### config.mk
export PLATFORM = sky130hd
export DESIGN_NAME = float_cosine_similarity_top
export DESIGN_NICKNAME = d
export VERILOG_FILES = /design/src/rtl/fcs_pkg.sv /design/src/rtl/fcs_fpu.sv /design/src/rtl/fcs_dsu.sv /design/src/rtl/float_cosine_similarity_top.sv
export VERILOG_INCLUDE_DIRS = /design/src /design/src/rtl
export SDC_FILE = /design/constraint.sdc
export NUM_CORES = 2
export LEC_CHECK = 0
export ABC_AREA = 1
export BUFFER_PORTS_ARGS = -buffer_cell sky130_fd_sc_hd__buf_2
export CORE_ASPECT_RATIO = 0.7
export CORE_MARGIN = 5
export CORE_UTILIZATION = 58
export DETAILED_ROUTE_END_ITERATION = 16
export GPL_TIMING_DRIVEN = 0
export PLACE_DENSITY = 0.85
export SYNTH_ARGS = -nofsm -noshare
export SYNTH_HDL_FRONTEND = slang
export SYNTH_SLANG_ARGS = --single-unit
### constraint.sdc
create_clock -name i_clk -period 12 [get_ports i_clk]
set_clock_uncertainty 0.15 [all_clocks]
set_input_delay 2.4 -clock i_clk [delete_from_list [all_inputs] [get_ports i_clk]]
set_output_delay 2.4 -clock i_clk [all_outputs]
set_load 0.005 [all_outputs]
### src/rtl/float_cosine_similarity_top_assert.svh
// Assertion macros for the cosine similarity block.
// Each macro expects a clock named i_clk and an active-low reset named i_rst_n in scope.
`ifndef FLOAT_COSINE_SIMILARITY_TOP_ASSERT_SVH
`define FLOAT_COSINE_SIMILARITY_TOP_ASSERT_SVH
`ifndef SYNTHESIS
`define FCS_ASSERT_IMPLIES(lbl, ante, cons) \
    lbl: assert property (@(posedge i_clk) disable iff (!i_rst_n) (ante) |-> (cons)) \
        else $error("fcs: same-cycle check failed");
`define FCS_ASSERT_NEXT(lbl, ante, cons) \
    lbl: assert property (@(posedge i_clk) disable iff (!i_rst_n) (ante) |=> (cons)) \
        else $error("fcs: next-cycle check failed");
`else
`define FCS_ASSERT_IMPLIES(lbl, ante, cons)
`define FCS_ASSERT_NEXT(lbl, ante, cons)
`endif
`endif

### src/rtl/fcs_pkg.sv
package fcs_pkg;

    localparam int MANT_W = 51;
    localparam int EXP_W  = 12;

    typedef logic [MANT_W-1:0]       t_mant;
    typedef logic signed [EXP_W-1:0] t_exp;

    typedef logic [1:0] t_fop;
    localparam t_fop FOP_MUL = 2'd0;
    localparam t_fop FOP_ADD = 2'd1;
    localparam t_fop FOP_RND = 2'd2;

    typedef struct packed {
        logic busy;
        logic done;
    } t_unit_stat;

    localparam logic [31:0] QNAN_BITS = 32'h7FC0_0000;
    localparam t_exp        EXP_BIAS  = 12'sd127;

    function automatic logic f_is_nan(input logic [31:0] v);
        return (v[30:23] == 8'hFF) && (v[22:0] != 23'd0);
    endfunction

    function automatic logic f_is_inf(input logic [31:0] v);
        return (v[30:23] == 8'hFF) && (v[22:0] == 23'd0);
    endfunction

    function automatic logic f_is_zero(input logic [31:0] v);
        return v[30:0] == 31'd0;
    endfunction

    // Significand with the hidden bit; subnormals have it clear.
    function automatic logic [23:0] f_mant(input logic [31:0] v);
        return {v[30:23] != 8'd0, v[22:0]};
    endfunction

    // Biased exponent, with subnormals placed at exponent one.
    function automatic t_exp f_bexp(input logic [31:0] v);
        return (v[30:23] == 8'd0) ? 12'sd1 : $signed({4'd0, v[30:23]});
    endfunction

endpackage

### src/rtl/fcs_fpu.sv
module fcs_fpu (
    input  logic               i_clk,
    input  logic               i_rst_n,
    input  logic               i_start,
    input  fcs_pkg::t_fop      i_op,
    input  logic [31:0]        i_a,
    input  logic [31:0]        i_b,
    input  logic               i_sign,
    input  fcs_pkg::t_exp      i_exp,
    input  fcs_pkg::t_mant     i_mant,
    output fcs_pkg::t_unit_stat o_stat,
    output logic [31:0]        o_result
);
    import fcs_pkg::*;

    localparam logic [1:0] FS_IDLE  = 2'd0;
    localparam logic [1:0] FS_NORM  = 2'd1;
    localparam logic [1:0] FS_ROUND = 2'd2;

    logic [1:0]  r_state, n_state;
    logic        r_done, n_done;
    logic        r_s, n_s;
    t_exp        r_x, n_x;
    t_mant       r_m, n_m;
    logic [31:0] r_res, n_res;

    // Multiply setup.
    logic [47:0] mul_p;
    t_exp        mul_x;
    logic        mul_sgn;

    // Add setup: the larger magnitude is kept, the smaller is aligned with sticky.
    logic        add_swap;
    logic [31:0] add_big, add_sml;
    t_exp        add_d;
    t_mant       add_mb, add_ms, add_shifted, add_op, add_sum;
    logic [5:0]  add_sh;
    logic        add_far, add_st, add_sub, add_sgn;

    logic        l_spec;
    logic [31:0] l_spec_bits;
    logic        l_s;
    t_exp        l_x;
    t_mant       l_m;

    // Rounding and packing.
    logic [23:0] rd_keep, rd_frac;
    logic [24:0] rd_sum;
    logic        rd_g, rd_st, rd_up, rd_carry;
    t_exp        rd_x;
    logic [31:0] rd_bits;

    assign mul_p   = {24'd0, f_mant(i_a)} * {24'd0, f_mant(i_b)};
    assign mul_x   = f_bexp(i_a) + f_bexp(i_b) - EXP_BIAS;
    assign mul_sgn = i_a[31] ^ i_b[31];

    assign add_swap    = i_b[30:0] > i_a[30:0];
    assign add_big     = add_swap ? i_b : i_a;
    assign add_sml     = add_swap ? i_a : i_b;
    assign add_d       = f_bexp(add_big) - f_bexp(add_sml);
    assign add_mb      = {1'b0, f_mant(add_big), 26'd0};
    assign add_ms      = {1'b0, f_mant(add_sml), 26'd0};
    assign add_far     = add_d > 12'sd50;
    assign add_sh      = add_d[5:0];
    assign add_shifted = add_far ? '0 : (add_ms >> add_sh);
    assign add_st      = add_far ? (add_ms != '0)
                                 : ((add_ms & ~({MANT_W{1'b1}} << add_sh)) != '0);
    assign add_op      = add_shifted | {{(MANT_W-1){1'b0}}, add_st};
    assign add_sub     = i_a[31] ^ i_b[31];
    assign add_sum     = add_sub ? (add_mb - add_op) : (add_mb + add_op);
    // An exact zero sum is positive unless both operands are negative.
    assign add_sgn     = (add_sum == '0) ? (i_a[31] & i_b[31]) : add_big[31];

    always_comb begin
        l_spec      = 1'b0;
        l_spec_bits = QNAN_BITS;
        l_s         = 1'b0;
        l_x         = '0;
        l_m         = '0;
        case (i_op)
            FOP_MUL: begin
                l_s = mul_sgn;
                l_x = mul_x;
                l_m = {mul_p, 3'd0};
                if (f_is_nan(i_a) || f_is_nan(i_b)) begin
                    l_spec = 1'b1;
                end else if ((f_is_inf(i_a) && f_is_zero(i_b)) ||
                             (f_is_zero(i_a) && f_is_inf(i_b))) begin
                    l_spec = 1'b1;
                end else if (f_is_inf(i_a) || f_is_inf(i_b)) begin
                    l_spec      = 1'b1;
                    l_spec_bits = {mul_sgn, 8'hFF, 23'd0};
                end else if (f_is_zero(i_a) || f_is_zero(i_b)) begin
                    l_spec      = 1'b1;
                    l_spec_bits = {mul_sgn, 31'd0};
                end
            end
            FOP_ADD: begin
                l_s = add_sgn;
                l_x = f_bexp(add_big);
                l_m = add_sum;
                if (f_is_nan(i_a) || f_is_nan(i_b)) begin
                    l_spec = 1'b1;
                end else if (f_is_inf(i_a) && f_is_inf(i_b) && add_sub) begin
                    l_spec = 1'b1;
                end else if (f_is_inf(i_a)) begin
                    l_spec      = 1'b1;
                    l_spec_bits = i_a;
                end else if (f_is_inf(i_b)) begin
                    l_spec      = 1'b1;
                    l_spec_bits = i_b;
                end
            end
            FOP_RND: begin
                l_s = i_sign;
                l_x = i_exp;
                l_m = i_mant;
            end
            default: begin
                l_spec = 1'b1;
            end
        endcase
    end

    assign rd_keep  = r_m[49:26];
    assign rd_g     = r_m[25];
    assign rd_st    = |r_m[24:0];
    assign rd_up    = rd_g & (rd_st | rd_keep[0]);
    assign rd_sum   = {1'b0, rd_keep} + {24'd0, rd_up};
    assign rd_carry = rd_sum[24];
    assign rd_frac  = rd_carry ? rd_sum[24:1] : rd_sum[23:0];
    assign rd_x     = r_x + $signed({11'd0, rd_carry});
    assign rd_bits  = (rd_x >= 12'sd255) ? {r_s, 8'hFF, 23'd0}
                    : {r_s, (rd_frac[23] ? rd_x[7:0] : 8'd0), rd_frac[22:0]};

    always_comb begin
        n_state = r_state;
        n_done  = 1'b0;
        n_s     = r_s;
        n_x     = r_x;
        n_m     = r_m;
        n_res   = r_res;
        case (r_state)
            FS_IDLE: begin
                if (i_start) begin
                    if (l_spec) begin
                        n_res  = l_spec_bits;
                        n_done = 1'b1;
                    end else begin
                        n_s     = l_s;
                        n_x     = l_x;
                        n_m     = l_m;
                        n_state = FS_NORM;
                    end
                end
            end
            FS_NORM: begin
                // One bit of normalization per cycle; results below the normal
                // range are shifted right to exponent one to form subnormals.
                if (r_m == '0) begin
                    n_state = FS_ROUND;
                end else if (r_m[MANT_W-1] || (r_x < 12'sd1)) begin
                    n_m = {1'b0, r_m[MANT_W-1:2], r_m[1] | r_m[0]};
                    n_x = r_x + 12'sd1;
                end else if (!r_m[MANT_W-2] && (r_x > 12'sd1)) begin
                    n_m = {r_m[MANT_W-2:0], 1'b0};
                    n_x = r_x - 12'sd1;
                end else begin
                    n_state = FS_ROUND;
                end
            end
            FS_ROUND: begin
                n_res   = rd_bits;
                n_done  = 1'b1;
                n_state = FS_IDLE;
            end
            default: begin
                n_state = FS_IDLE;
            end
        endcase
    end

    always_ff @(posedge i_clk) begin
        if (!i_rst_n) begin
            r_state <= FS_IDLE;
            r_done  <= 1'b0;
        end else begin
            r_state <= n_state;
            r_done  <= n_done;
        end
    end

    always_ff @(posedge i_clk) begin
        r_s   <= n_s;
        r_x   <= n_x;
        r_m   <= n_m;
        r_res <= n_res;
    end

    assign o_stat.busy = r_state != FS_IDLE;
    assign o_stat.done = r_done;
    assign o_result    = r_res;

endmodule

### src/rtl/fcs_dsu.sv
module fcs_dsu (
    input  logic                i_clk,
    input  logic                i_rst_n,
    input  logic                i_start,
    input  logic                i_sqrt,
    input  logic [31:0]         i_a,
    input  logic [31:0]         i_b,
    output fcs_pkg::t_unit_stat o_stat,
    output logic                o_special,
    output logic [31:0]         o_bits,
    output logic                o_sign,
    output fcs_pkg::t_exp       o_exp,
    output fcs_pkg::t_mant      o_mant
);
    import fcs_pkg::*;

    localparam logic [1:0] DS_IDLE = 2'd0;
    localparam logic [1:0] DS_NORM = 2'd1;
    localparam logic [1:0] DS_ITER = 2'd2;
    localparam logic [1:0] DS_DONE = 2'd3;

    localparam int RW    = 29;
    localparam int QW    = 27;
    localparam int CW    = 5;
    localparam int RAD_W = 52;

    logic [1:0]       r_state, n_state;
    logic             r_sqrt, n_sqrt;
    logic             r_special, n_special;
    logic [31:0]      r_bits, n_bits;
    logic             r_sign, n_sign;
    logic [23:0]      r_ma, n_ma, r_mb, n_mb;
    t_exp             r_ua, n_ua, r_ub, n_ub, r_x, n_x;
    logic [RAD_W-1:0] r_rad, n_rad;
    logic [RW-1:0]    r_rem, n_rem;
    logic [QW-1:0]    r_q, n_q;
    logic [CW-1:0]    r_cnt, n_cnt;

    logic             st_spec;
    logic [31:0]      st_bits;
    logic             st_sign;

    logic [RW-1:0]    it_rp, it_cmp, it_t, it_diff, it_keep;
    logic             it_ge;
    logic             sticky;

    assign st_sign = i_sqrt ? 1'b0 : (i_a[31] ^ i_b[31]);

    always_comb begin
        st_spec = 1'b0;
        st_bits = QNAN_BITS;
        if (i_sqrt) begin
            if (f_is_nan(i_a)) begin
                st_spec = 1'b1;
            end else if (f_is_zero(i_a)) begin
                st_spec = 1'b1;
                st_bits = i_a;
            end else if (i_a[31]) begin
                st_spec = 1'b1;
            end else if (f_is_inf(i_a)) begin
                st_spec = 1'b1;
                st_bits = i_a;
            end
        end else begin
            if (f_is_nan(i_a) || f_is_nan(i_b)) begin
                st_spec = 1'b1;
            end else if ((f_is_inf(i_a) && f_is_inf(i_b)) ||
                         (f_is_zero(i_a) && f_is_zero(i_b))) begin
                st_spec = 1'b1;
            end else if (f_is_inf(i_a) || f_is_zero(i_b)) begin
                st_spec = 1'b1;
                st_bits = {st_sign, 8'hFF, 23'd0};
            end else if (f_is_zero(i_a) || f_is_inf(i_b)) begin
                st_spec = 1'b1;
                st_bits = {st_sign, 31'd0};
            end
        end
    end

    // One compare-subtract serves both recurrences: two radicand bits per
    // step for the root, one quotient bit per step for the division.
    assign it_rp   = {r_rem[RW-3:0], r_rad[RAD_W-1:RAD_W-2]};
    assign it_cmp  = r_sqrt ? it_rp : r_rem;
    assign it_t    = r_sqrt ? {r_q, 2'b01} : {5'd0, r_mb};
    assign it_ge   = it_cmp >= it_t;
    assign it_diff = it_cmp - it_t;
    assign it_keep = it_ge ? it_diff : it_cmp;

    always_comb begin
        n_state   = r_state;
        n_sqrt    = r_sqrt;
        n_special = r_special;
        n_bits    = r_bits;
        n_sign    = r_sign;
        n_ma      = r_ma;
        n_mb      = r_mb;
        n_ua      = r_ua;
        n_ub      = r_ub;
        n_x       = r_x;
        n_rad     = r_rad;
        n_rem     = r_rem;
        n_q       = r_q;
        n_cnt     = r_cnt;
        case (r_state)
            DS_IDLE: begin
                if (i_start) begin
                    n_sqrt    = i_sqrt;
                    n_special = st_spec;
                    n_bits    = st_bits;
                    n_sign    = st_sign;
                    n_ma      = f_mant(i_a);
                    n_ua      = f_bexp(i_a) - EXP_BIAS;
                    n_mb      = i_sqrt ? 24'h80_0000 : f_mant(i_b);
                    n_ub      = i_sqrt ? '0 : (f_bexp(i_b) - EXP_BIAS);
                    n_state   = st_spec ? DS_DONE : DS_NORM;
                end
            end
            DS_NORM: begin
                if (!r_ma[23]) begin
                    n_ma = {r_ma[22:0], 1'b0};
                    n_ua = r_ua - 12'sd1;
                end else if (!r_mb[23]) begin
                    n_mb = {r_mb[22:0], 1'b0};
                    n_ub = r_ub - 12'sd1;
                end else begin
                    // An odd exponent moves one bit into the radicand.
                    n_rad   = r_ua[0] ? {r_ma, 28'd0} : {1'b0, r_ma, 27'd0};
                    n_rem   = r_sqrt ? '0 : {5'd0, r_ma};
                    n_q     = '0;
                    n_cnt   = r_sqrt ? CW'(26) : CW'(27);
                    n_x     = r_sqrt ? ((r_ua >>> 1) + EXP_BIAS) : (r_ua - r_ub + EXP_BIAS);
                    n_state = DS_ITER;
                end
            end
            DS_ITER: begin
                n_q   = {r_q[QW-2:0], it_ge};
                n_rem = r_sqrt ? it_keep : {it_keep[RW-2:0], 1'b0};
                n_rad = {r_rad[RAD_W-3:0], 2'b00};
                n_cnt = r_cnt - CW'(1);
                if (r_cnt == CW'(1)) begin
                    n_state = DS_DONE;
                end
            end
            DS_DONE: begin
                n_state = DS_IDLE;
            end
            default: begin
                n_state = DS_IDLE;
            end
        endcase
    end

    always_ff @(posedge i_clk) begin
        if (!i_rst_n) begin
            r_state <= DS_IDLE;
        end else begin
            r_state <= n_state;
        end
    end

    always_ff @(posedge i_clk) begin
        r_sqrt    <= n_sqrt;
        r_special <= n_special;
        r_bits    <= n_bits;
        r_sign    <= n_sign;
        r_ma      <= n_ma;
        r_mb      <= n_mb;
        r_ua      <= n_ua;
        r_ub      <= n_ub;
        r_x       <= n_x;
        r_rad     <= n_rad;
        r_rem     <= n_rem;
        r_q       <= n_q;
        r_cnt     <= n_cnt;
    end

    assign sticky      = r_rem != '0;
    assign o_stat.busy = r_state != DS_IDLE;
    assign o_stat.done = r_state == DS_DONE;
    assign o_special   = r_special;
    assign o_bits      = r_bits;
    assign o_sign      = r_sign;
    assign o_exp       = r_x;
    assign o_mant      = r_sqrt ? {1'b0, r_q[25:0], 23'd0, sticky}
                                : {1'b0, r_q, 22'd0, sticky};

endmodule

### src/rtl/float_cosine_similarity_top.sv
// Streaming float32 cosine similarity. Each input beat carries one element pair; the block
// folds it into the dot product and both squared norms in index order, with every multiply
// and add rounded to nearest-even on one shared multiply/add/round unit. A non-last beat
// runs six operations on that unit, each taking longer the more normalizing shifts it
// needs, so subnormal operands and heavy cancellation slow a beat down; the input stalls
// meanwhile. On the last beat two square roots (one root bit per cycle), a multiply
// and a division (one quotient bit per cycle) follow. A zero norm gives the quiet NaN
// 0x7FC00000 with zero_norm set; any other NaN result is also returned as 0x7FC00000.
// The result sits in an output register, so the next vector may start while it waits.
`include "float_cosine_similarity_top_assert.svh"

module float_cosine_similarity_top (
    input  logic        i_clk,
    input  logic        i_rst_n,
    input  logic        i_in_valid,
    output logic        o_in_stall,
    input  logic [31:0] i_a_elem,
    input  logic [31:0] i_b_elem,
    input  logic        i_last,
    output logic        o_out_valid,
    input  logic        i_out_stall,
    output logic [31:0] o_similarity,
    output logic        o_zero_norm
);
    import fcs_pkg::*;

    localparam logic [3:0] S_IDLE    = 4'd0;
    localparam logic [3:0] S_MUL_AB  = 4'd1;
    localparam logic [3:0] S_ADD_DOT = 4'd2;
    localparam logic [3:0] S_MUL_AA  = 4'd3;
    localparam logic [3:0] S_ADD_NA  = 4'd4;
    localparam logic [3:0] S_MUL_BB  = 4'd5;
    localparam logic [3:0] S_ADD_NB  = 4'd6;
    localparam logic [3:0] S_CHECK   = 4'd7;
    localparam logic [3:0] S_SQ_A    = 4'd8;
    localparam logic [3:0] S_RND_A   = 4'd9;
    localparam logic [3:0] S_SQ_B    = 4'd10;
    localparam logic [3:0] S_RND_B   = 4'd11;
    localparam logic [3:0] S_MUL_DEN = 4'd12;
    localparam logic [3:0] S_DIV     = 4'd13;
    localparam logic [3:0] S_RND_Q   = 4'd14;
    localparam logic [3:0] S_OUT     = 4'd15;

    logic [3:0]  r_state, n_state;
    logic        r_go, n_go;
    logic [31:0] r_a, n_a, r_b, n_b;
    logic        r_last, n_last;
    logic [31:0] r_p, n_p;
    logic [31:0] r_dot, n_dot, r_na, n_na, r_nb, n_nb;
    logic [31:0] r_sqa, n_sqa, r_sqb, n_sqb, r_den, n_den, r_q, n_q;
    logic        r_zf, n_zf;
    logic        r_out_valid, n_out_valid;
    logic [31:0] r_out_sim, n_out_sim;
    logic        r_out_zero, n_out_zero;

    logic        fpu_state, fpu_start;
    t_fop        fpu_op;
    logic [31:0] fpu_a, fpu_b, fpu_res;
    t_unit_stat  fpu_stat;

    logic        ds_state, ds_start, ds_sqrt, ds_special, ds_sign;
    logic [31:0] ds_a, ds_bits;
    t_exp        ds_exp;
    t_mant       ds_mant;
    t_unit_stat  ds_stat;

    logic        out_free, in_beat;

    assign fpu_state = (r_state == S_MUL_AB) || (r_state == S_ADD_DOT) ||
                       (r_state == S_MUL_AA) || (r_state == S_ADD_NA) ||
                       (r_state == S_MUL_BB) || (r_state == S_ADD_NB) ||
                       (r_state == S_RND_A) || (r_state == S_RND_B) ||
                       (r_state == S_MUL_DEN) || (r_state == S_RND_Q);
    assign ds_state  = (r_state == S_SQ_A) || (r_state == S_SQ_B) || (r_state == S_DIV);
    assign fpu_start = r_go && fpu_state;
    assign ds_start  = r_go && ds_state;
    assign ds_sqrt   = r_state != S_DIV;
    assign ds_a      = (r_state == S_SQ_A) ? r_na : ((r_state == S_SQ_B) ? r_nb : r_dot);

    always_comb begin
        fpu_op = FOP_MUL;
        fpu_a  = r_a;
        fpu_b  = r_b;
        case (r_state)
            S_ADD_DOT: begin
                fpu_op = FOP_ADD;
                fpu_a  = r_dot;
                fpu_b  = r_p;
            end
            S_MUL_AA: begin
                fpu_b = r_a;
            end
            S_ADD_NA: begin
                fpu_op = FOP_ADD;
                fpu_a  = r_na;
                fpu_b  = r_p;
            end
            S_MUL_BB: begin
                fpu_a = r_b;
            end
            S_ADD_NB: begin
                fpu_op = FOP_ADD;
                fpu_a  = r_nb;
                fpu_b  = r_p;
            end
            S_MUL_DEN: begin
                fpu_a = r_sqa;
                fpu_b = r_sqb;
            end
            S_RND_A, S_RND_B, S_RND_Q: begin
                fpu_op = FOP_RND;
            end
            default: begin
                fpu_op = FOP_MUL;
            end
        endcase
    end

    fcs_fpu u_fpu (
        .i_clk    (i_clk),
        .i_rst_n  (i_rst_n),
        .i_start  (fpu_start),
        .i_op     (fpu_op),
        .i_a      (fpu_a),
        .i_b      (fpu_b),
        .i_sign   (ds_sign),
        .i_exp    (ds_exp),
        .i_mant   (ds_mant),
        .o_stat   (fpu_stat),
        .o_result (fpu_res)
    );

    fcs_dsu u_dsu (
        .i_clk     (i_clk),
        .i_rst_n   (i_rst_n),
        .i_start   (ds_start),
        .i_sqrt    (ds_sqrt),
        .i_a       (ds_a),
        .i_b       (r_den),
        .o_stat    (ds_stat),
        .o_special (ds_special),
        .o_bits    (ds_bits),
        .o_sign    (ds_sign),
        .o_exp     (ds_exp),
        .o_mant    (ds_mant)
    );

    assign o_in_stall = r_state != S_IDLE;
    assign in_beat    = i_in_valid && !o_in_stall;
    assign out_free   = !r_out_valid || !i_out_stall;

    always_comb begin
        n_state     = r_state;
        n_go        = 1'b0;
        n_a         = r_a;
        n_b         = r_b;
        n_last      = r_last;
        n_p         = r_p;
        n_dot       = r_dot;
        n_na        = r_na;
        n_nb        = r_nb;
        n_sqa       = r_sqa;
        n_sqb       = r_sqb;
        n_den       = r_den;
        n_q         = r_q;
        n_zf        = r_zf;
        n_out_valid = r_out_valid && i_out_stall;
        n_out_sim   = r_out_sim;
        n_out_zero  = r_out_zero;
        case (r_state)
            S_IDLE: begin
                if (in_beat) begin
                    n_a     = i_a_elem;
                    n_b     = i_b_elem;
                    n_last  = i_last;
                    n_state = S_MUL_AB;
                    n_go    = 1'b1;
                end
            end
            S_MUL_AB, S_MUL_AA, S_MUL_BB: begin
                if (fpu_stat.done) begin
                    n_p     = fpu_res;
                    n_state = r_state + 4'd1;
                    n_go    = 1'b1;
                end
            end
            S_ADD_DOT: begin
                if (fpu_stat.done) begin
                    n_dot   = fpu_res;
                    n_state = S_MUL_AA;
                    n_go    = 1'b1;
                end
            end
            S_ADD_NA: begin
                if (fpu_stat.done) begin
                    n_na    = fpu_res;
                    n_state = S_MUL_BB;
                    n_go    = 1'b1;
                end
            end
            S_ADD_NB: begin
                if (fpu_stat.done) begin
                    n_nb    = fpu_res;
                    n_state = r_last ? S_CHECK : S_IDLE;
                end
            end
            S_CHECK: begin
                if (f_is_zero(r_na) || f_is_zero(r_nb)) begin
                    n_q     = QNAN_BITS;
                    n_zf    = 1'b1;
                    n_state = S_OUT;
                end else begin
                    n_zf    = 1'b0;
                    n_state = S_SQ_A;
                    n_go    = 1'b1;
                end
            end
            S_SQ_A: begin
                if (ds_stat.done) begin
                    n_sqa   = ds_bits;
                    n_state = ds_special ? S_SQ_B : S_RND_A;
                    n_go    = 1'b1;
                end
            end
            S_RND_A: begin
                if (fpu_stat.done) begin
                    n_sqa   = fpu_res;
                    n_state = S_SQ_B;
                    n_go    = 1'b1;
                end
            end
            S_SQ_B: begin
                if (ds_stat.done) begin
                    n_sqb   = ds_bits;
                    n_state = ds_special ? S_MUL_DEN : S_RND_B;
                    n_go    = 1'b1;
                end
            end
            S_RND_B: begin
                if (fpu_stat.done) begin
                    n_sqb   = fpu_res;
                    n_state = S_MUL_DEN;
                    n_go    = 1'b1;
                end
            end
            S_MUL_DEN: begin
                if (fpu_stat.done) begin
                    n_den   = fpu_res;
                    n_state = S_DIV;
                    n_go    = 1'b1;
                end
            end
            S_DIV: begin
                if (ds_stat.done) begin
                    n_q     = ds_bits;
                    n_state = ds_special ? S_OUT : S_RND_Q;
                    n_go    = !ds_special;
                end
            end
            S_RND_Q: begin
                if (fpu_stat.done) begin
                    n_q     = fpu_res;
                    n_state = S_OUT;
                end
            end
            S_OUT: begin
                if (out_free) begin
                    n_out_valid = 1'b1;
                    n_out_sim   = r_q;
                    n_out_zero  = r_zf;
                    n_dot       = '0;
                    n_na        = '0;
                    n_nb        = '0;
                    n_state     = S_IDLE;
                end
            end
            default: begin
                n_state = S_IDLE;
            end
        endcase
    end

    always_ff @(posedge i_clk) begin
        if (!i_rst_n) begin
            r_state     <= S_IDLE;
            r_go        <= 1'b0;
            r_dot       <= '0;
            r_na        <= '0;
            r_nb        <= '0;
            r_out_valid <= 1'b0;
        end else begin
            r_state     <= n_state;
            r_go        <= n_go;
            r_dot       <= n_dot;
            r_na        <= n_na;
            r_nb        <= n_nb;
            r_out_valid <= n_out_valid;
        end
    end

    always_ff @(posedge i_clk) begin
        r_a        <= n_a;
        r_b        <= n_b;
        r_last     <= n_last;
        r_p        <= n_p;
        r_sqa      <= n_sqa;
        r_sqb      <= n_sqb;
        r_den      <= n_den;
        r_q        <= n_q;
        r_zf       <= n_zf;
        r_out_sim  <= n_out_sim;
        r_out_zero <= n_out_zero;
    end

    assign o_out_valid  = r_out_valid;
    assign o_similarity = r_out_sim;
    assign o_zero_norm  = r_out_zero;

    `FCS_ASSERT_IMPLIES(a_fpu_start_idle, fpu_start, !fpu_stat.busy)
    `FCS_ASSERT_IMPLIES(a_dsu_start_idle, ds_start, !ds_stat.busy)
    `FCS_ASSERT_IMPLIES(a_zero_norm_nan, r_out_valid && r_out_zero, r_out_sim == QNAN_BITS)
    `FCS_ASSERT_NEXT(a_acc_clear, (r_state == S_OUT) && out_free, (r_dot | r_na | r_nb) == '0)

endmodule
==> run metrics <==
status=complete, but fails checks; violated checks=capacitance limit, slew limit, setup timing; DRT antenna net count=0; Setup TNS=-58.9 ps; largest net degree at the start of global routing=40; Req. time, crit path=approximately 12000 ps; final core utilization=between 60% and 70%; H-Tree Depth=2; Critical Path Max Stage Delay=between 1000 and 1500 ps; die area=between 100000 and 150000 um2; Startpoint Class=flip-flop; layout cells sized above 1=under 10%; via count=approximately 63k; setup violators final=1; CP Class=reg2reg; I/O pin cnt=104; worst hold endpoint=o_similarity[9]; normalized max-slew margin=-15.0%; min-delay worst type=reg2reg; total grt overflow=0; synthesized instance count=8094; Critical Path Most Common Cell=nand2_1; Site Rows=101; DRT iter0 DRCs=around 11k; reg2reg setup slack=-60 ps; setup slack after layout=-58.9 ps; Total Wirelength=about 280000 um; Reg-to-Reg End=u_fpu.r_m[41]; max reg flops=51; clock slew at reported path FFs=~80 ps; PortBufs=between 100 and 150; core area=between 100000 and 150000 um2; Crit Path Max Fanout=10; post-synthesis sequential area ratio=between 30% and 40%; crit path time final=12060 ps; Root Driver=clkbuf_16; CTS Buf Count=58; Least-Margin Pin Slew=between 1500 and 2000 ps; Post-synth ARST share=0%; Clock Latency Late Sink=roughly 650 ps; Synthesis Warnings=0; die width=about 400 um; synth unique cells=75; most frequent cell after synthesis=nand2_1; first-pass GRT wire length=between 300000 and 400000 um; # fillers=approximately 9.4k; Seq cells post-synth=667; Die Ht=around 290 um; starting density of the core=between 50% and 60%; clk sinks=between 600 and 700; CTS tree=yes; Slew Viols, Final=21; Crit. End Element=flip-flop; worst reg2reg path depth=38; nets=9239; syn avg cell area=7.78 um2; RSZ-0062 raised after global routing=yes; top cells by area, synth=edfxtp_1 (27%), fa_1 (15%), nand2_1 (12%); wire length per cell=28.3 um; Vias/cell=6.40; Crit path max-delay family=adder cells; Initial DRT Pass Iterations=7; drt drc=0; Hold Crit Start=r_q[9]; worst-case clock buffer depth=3; share of the synthesized area in the top cell type=between 20% and 30%; Synth top cells by count=nand2_1 (1958), inv_1 (1339), nor2_1 (709); crit share post-route=100%; Max Fclk=around 0.083 GHz; number of flops mapped to enable cells by yosys=560; Critical R2R Launch=r_state[0]; Slowest cell on crit path=nor4_1; GRT Util Overall=between 40% and 50%; Biggest register=u_fpu.r_m; dpl hpwl=225000 um; crit path DAT=12310 ps; CTS Hold Bufs=0; synth-to-layout area growth=9.11%; Setup WS pre-CTS=-4110 ps; initial antenna violation count=15; number of global-route vias before repair=approximately 60k; Syn Std Cell Area=63000 um2; area leader, netlist=edfxtp_1; RD Place Congestion=1.17; WP buf/inv=9; most common flop cell mapped by yosys=edfxtp_1; hold depth=0; final hold violation count=0; # Max-Cap Violations=10; WHS=260 ps
[worst max path at each step]
stage	from	endpoint	depth (start not counted)
6_report	r_state[0]	u_fpu.r_m[41]	38
3_3_place_gp	r_state[0]	u_fpu.r_s	64
5_1_grt	r_state[0]	u_fpu.r_s	78
4_1_cts	r_state[1]	u_fpu.r_s	78
3_5_place_dp	r_state[0]	u_fpu.r_s	67
2_1_floorplan	r_state[0]	u_fpu.r_s	76
[what timing repair did]
action                                  in CTS  in global routing
endpoints found under the hold margin        0                  0
resized for setup                          136                 89
gates cloned                                 0                  1
endpoints found under the setup margin      52                 13
pin swaps                                   11                  9
buffers inserted                            25                 23
[cells in the final DEF (no fill, tap or decap), types with 20 or more instances in the layout]
master / synthesis / routed
nand2_1: 1958 / 1949
fa_1: 487 / 485
inv_2: 45 / 46
ha_1: 372 / 370
buf_4: 8 / 71
xnor2_1: 31 / 30
nor3_1: 62 / 61
a31oi_1: 20 / 20
inv_1: 1339 / 1327
o221ai_1: 50 / 48
nand2_2: 40 / 37
edfxtp_1: 560 / 560
nand3_1: 406 / 404
o21ai_0: 484 / 457
nor2_2: 21 / 26
nor4_1: 55 / 54
o22ai_1: 148 / 148
nor2_1: 709 / 693
o211ai_1: 98 / 98
buf_2: 45 / 138
clkbuf_16: 0 / 62
clkbuf_1: 234 / 186
buf_1: 53 / 35
a21oi_1: 380 / 366
xor2_1: 68 / 68
nand4_1: 66 / 66
dfxtp_1: 107 / 105
conb_1: 1 / 22
o21ai_1: 10 / 33
[layer usage]
metal / global-route usage [%] / wire (um) / up-vias
li1: - / - / 26600
met1: 65.7 / 105000 / 29800
met2: 60.6 / 103000 / 5539
met3: 24.4 / 55100 / 886
met4: 18.3 / 14200 / 8
met5: 0 / 272 / -
[per-stage QoR]
stage | instances | instance area [um2]
final | 9817 | 68700
after global routing | 9803 | 68700
after CTS | 9772 | 68200
after detailed placement | 9673 | 65700
after global placement | 9660 | 65400
after floorplan | 8115 | 63000
[worst register-to-register path: cells and delay by family (launching register included)]
family / cells / cell delay (ps)
AND/OR/NAND/NOR: 14 / 2890
flip-flops: 1 / 380
buffers and inverters: 9 / 2290
adder cells (fa/ha/maj): 9 / 4040
AO/OA/AOI/OAI: 6 / 2060
[layout make-up]
class	count	area, um2	share of cell area (%)
multi-input cells	5699	37800	55.0
flip-flops and latches	667	19000	27.6
inverters	1399	5330	7.75
well taps	1442	1800	2.63
clock buffers	72	1610	2.34
plain buffers	311	1540	2.24
repair buffers	174	1240	1.80
clock inverters	38	380	0.554
diodes	14	35.0	0.0510
repair inverters	1	5.00	0.00729
[logic make-up (layout without fill, tap and decap cells)]
logic type               after synthesis  count (layout)  share of synthesized area (%)
AND/OR/NAND/NOR                     3387            3387                           22.4
buffers and inverters               1749            1995                           10.7
AO/OA/AOI/OAI                       1320            1320                           12.3
adder cells (fa/ha/maj)              859             859                           22.9
flip-flops                           667             667                           30.1
XOR/XNOR                             100             100                           1.40
multiplexers                          11              11                          0.175
other                                  1              36                        0.00596
Power is left out: the tool's default activity adds up to more than one toggle a clock period on the data nets, which glitch-free logic cannot reach.
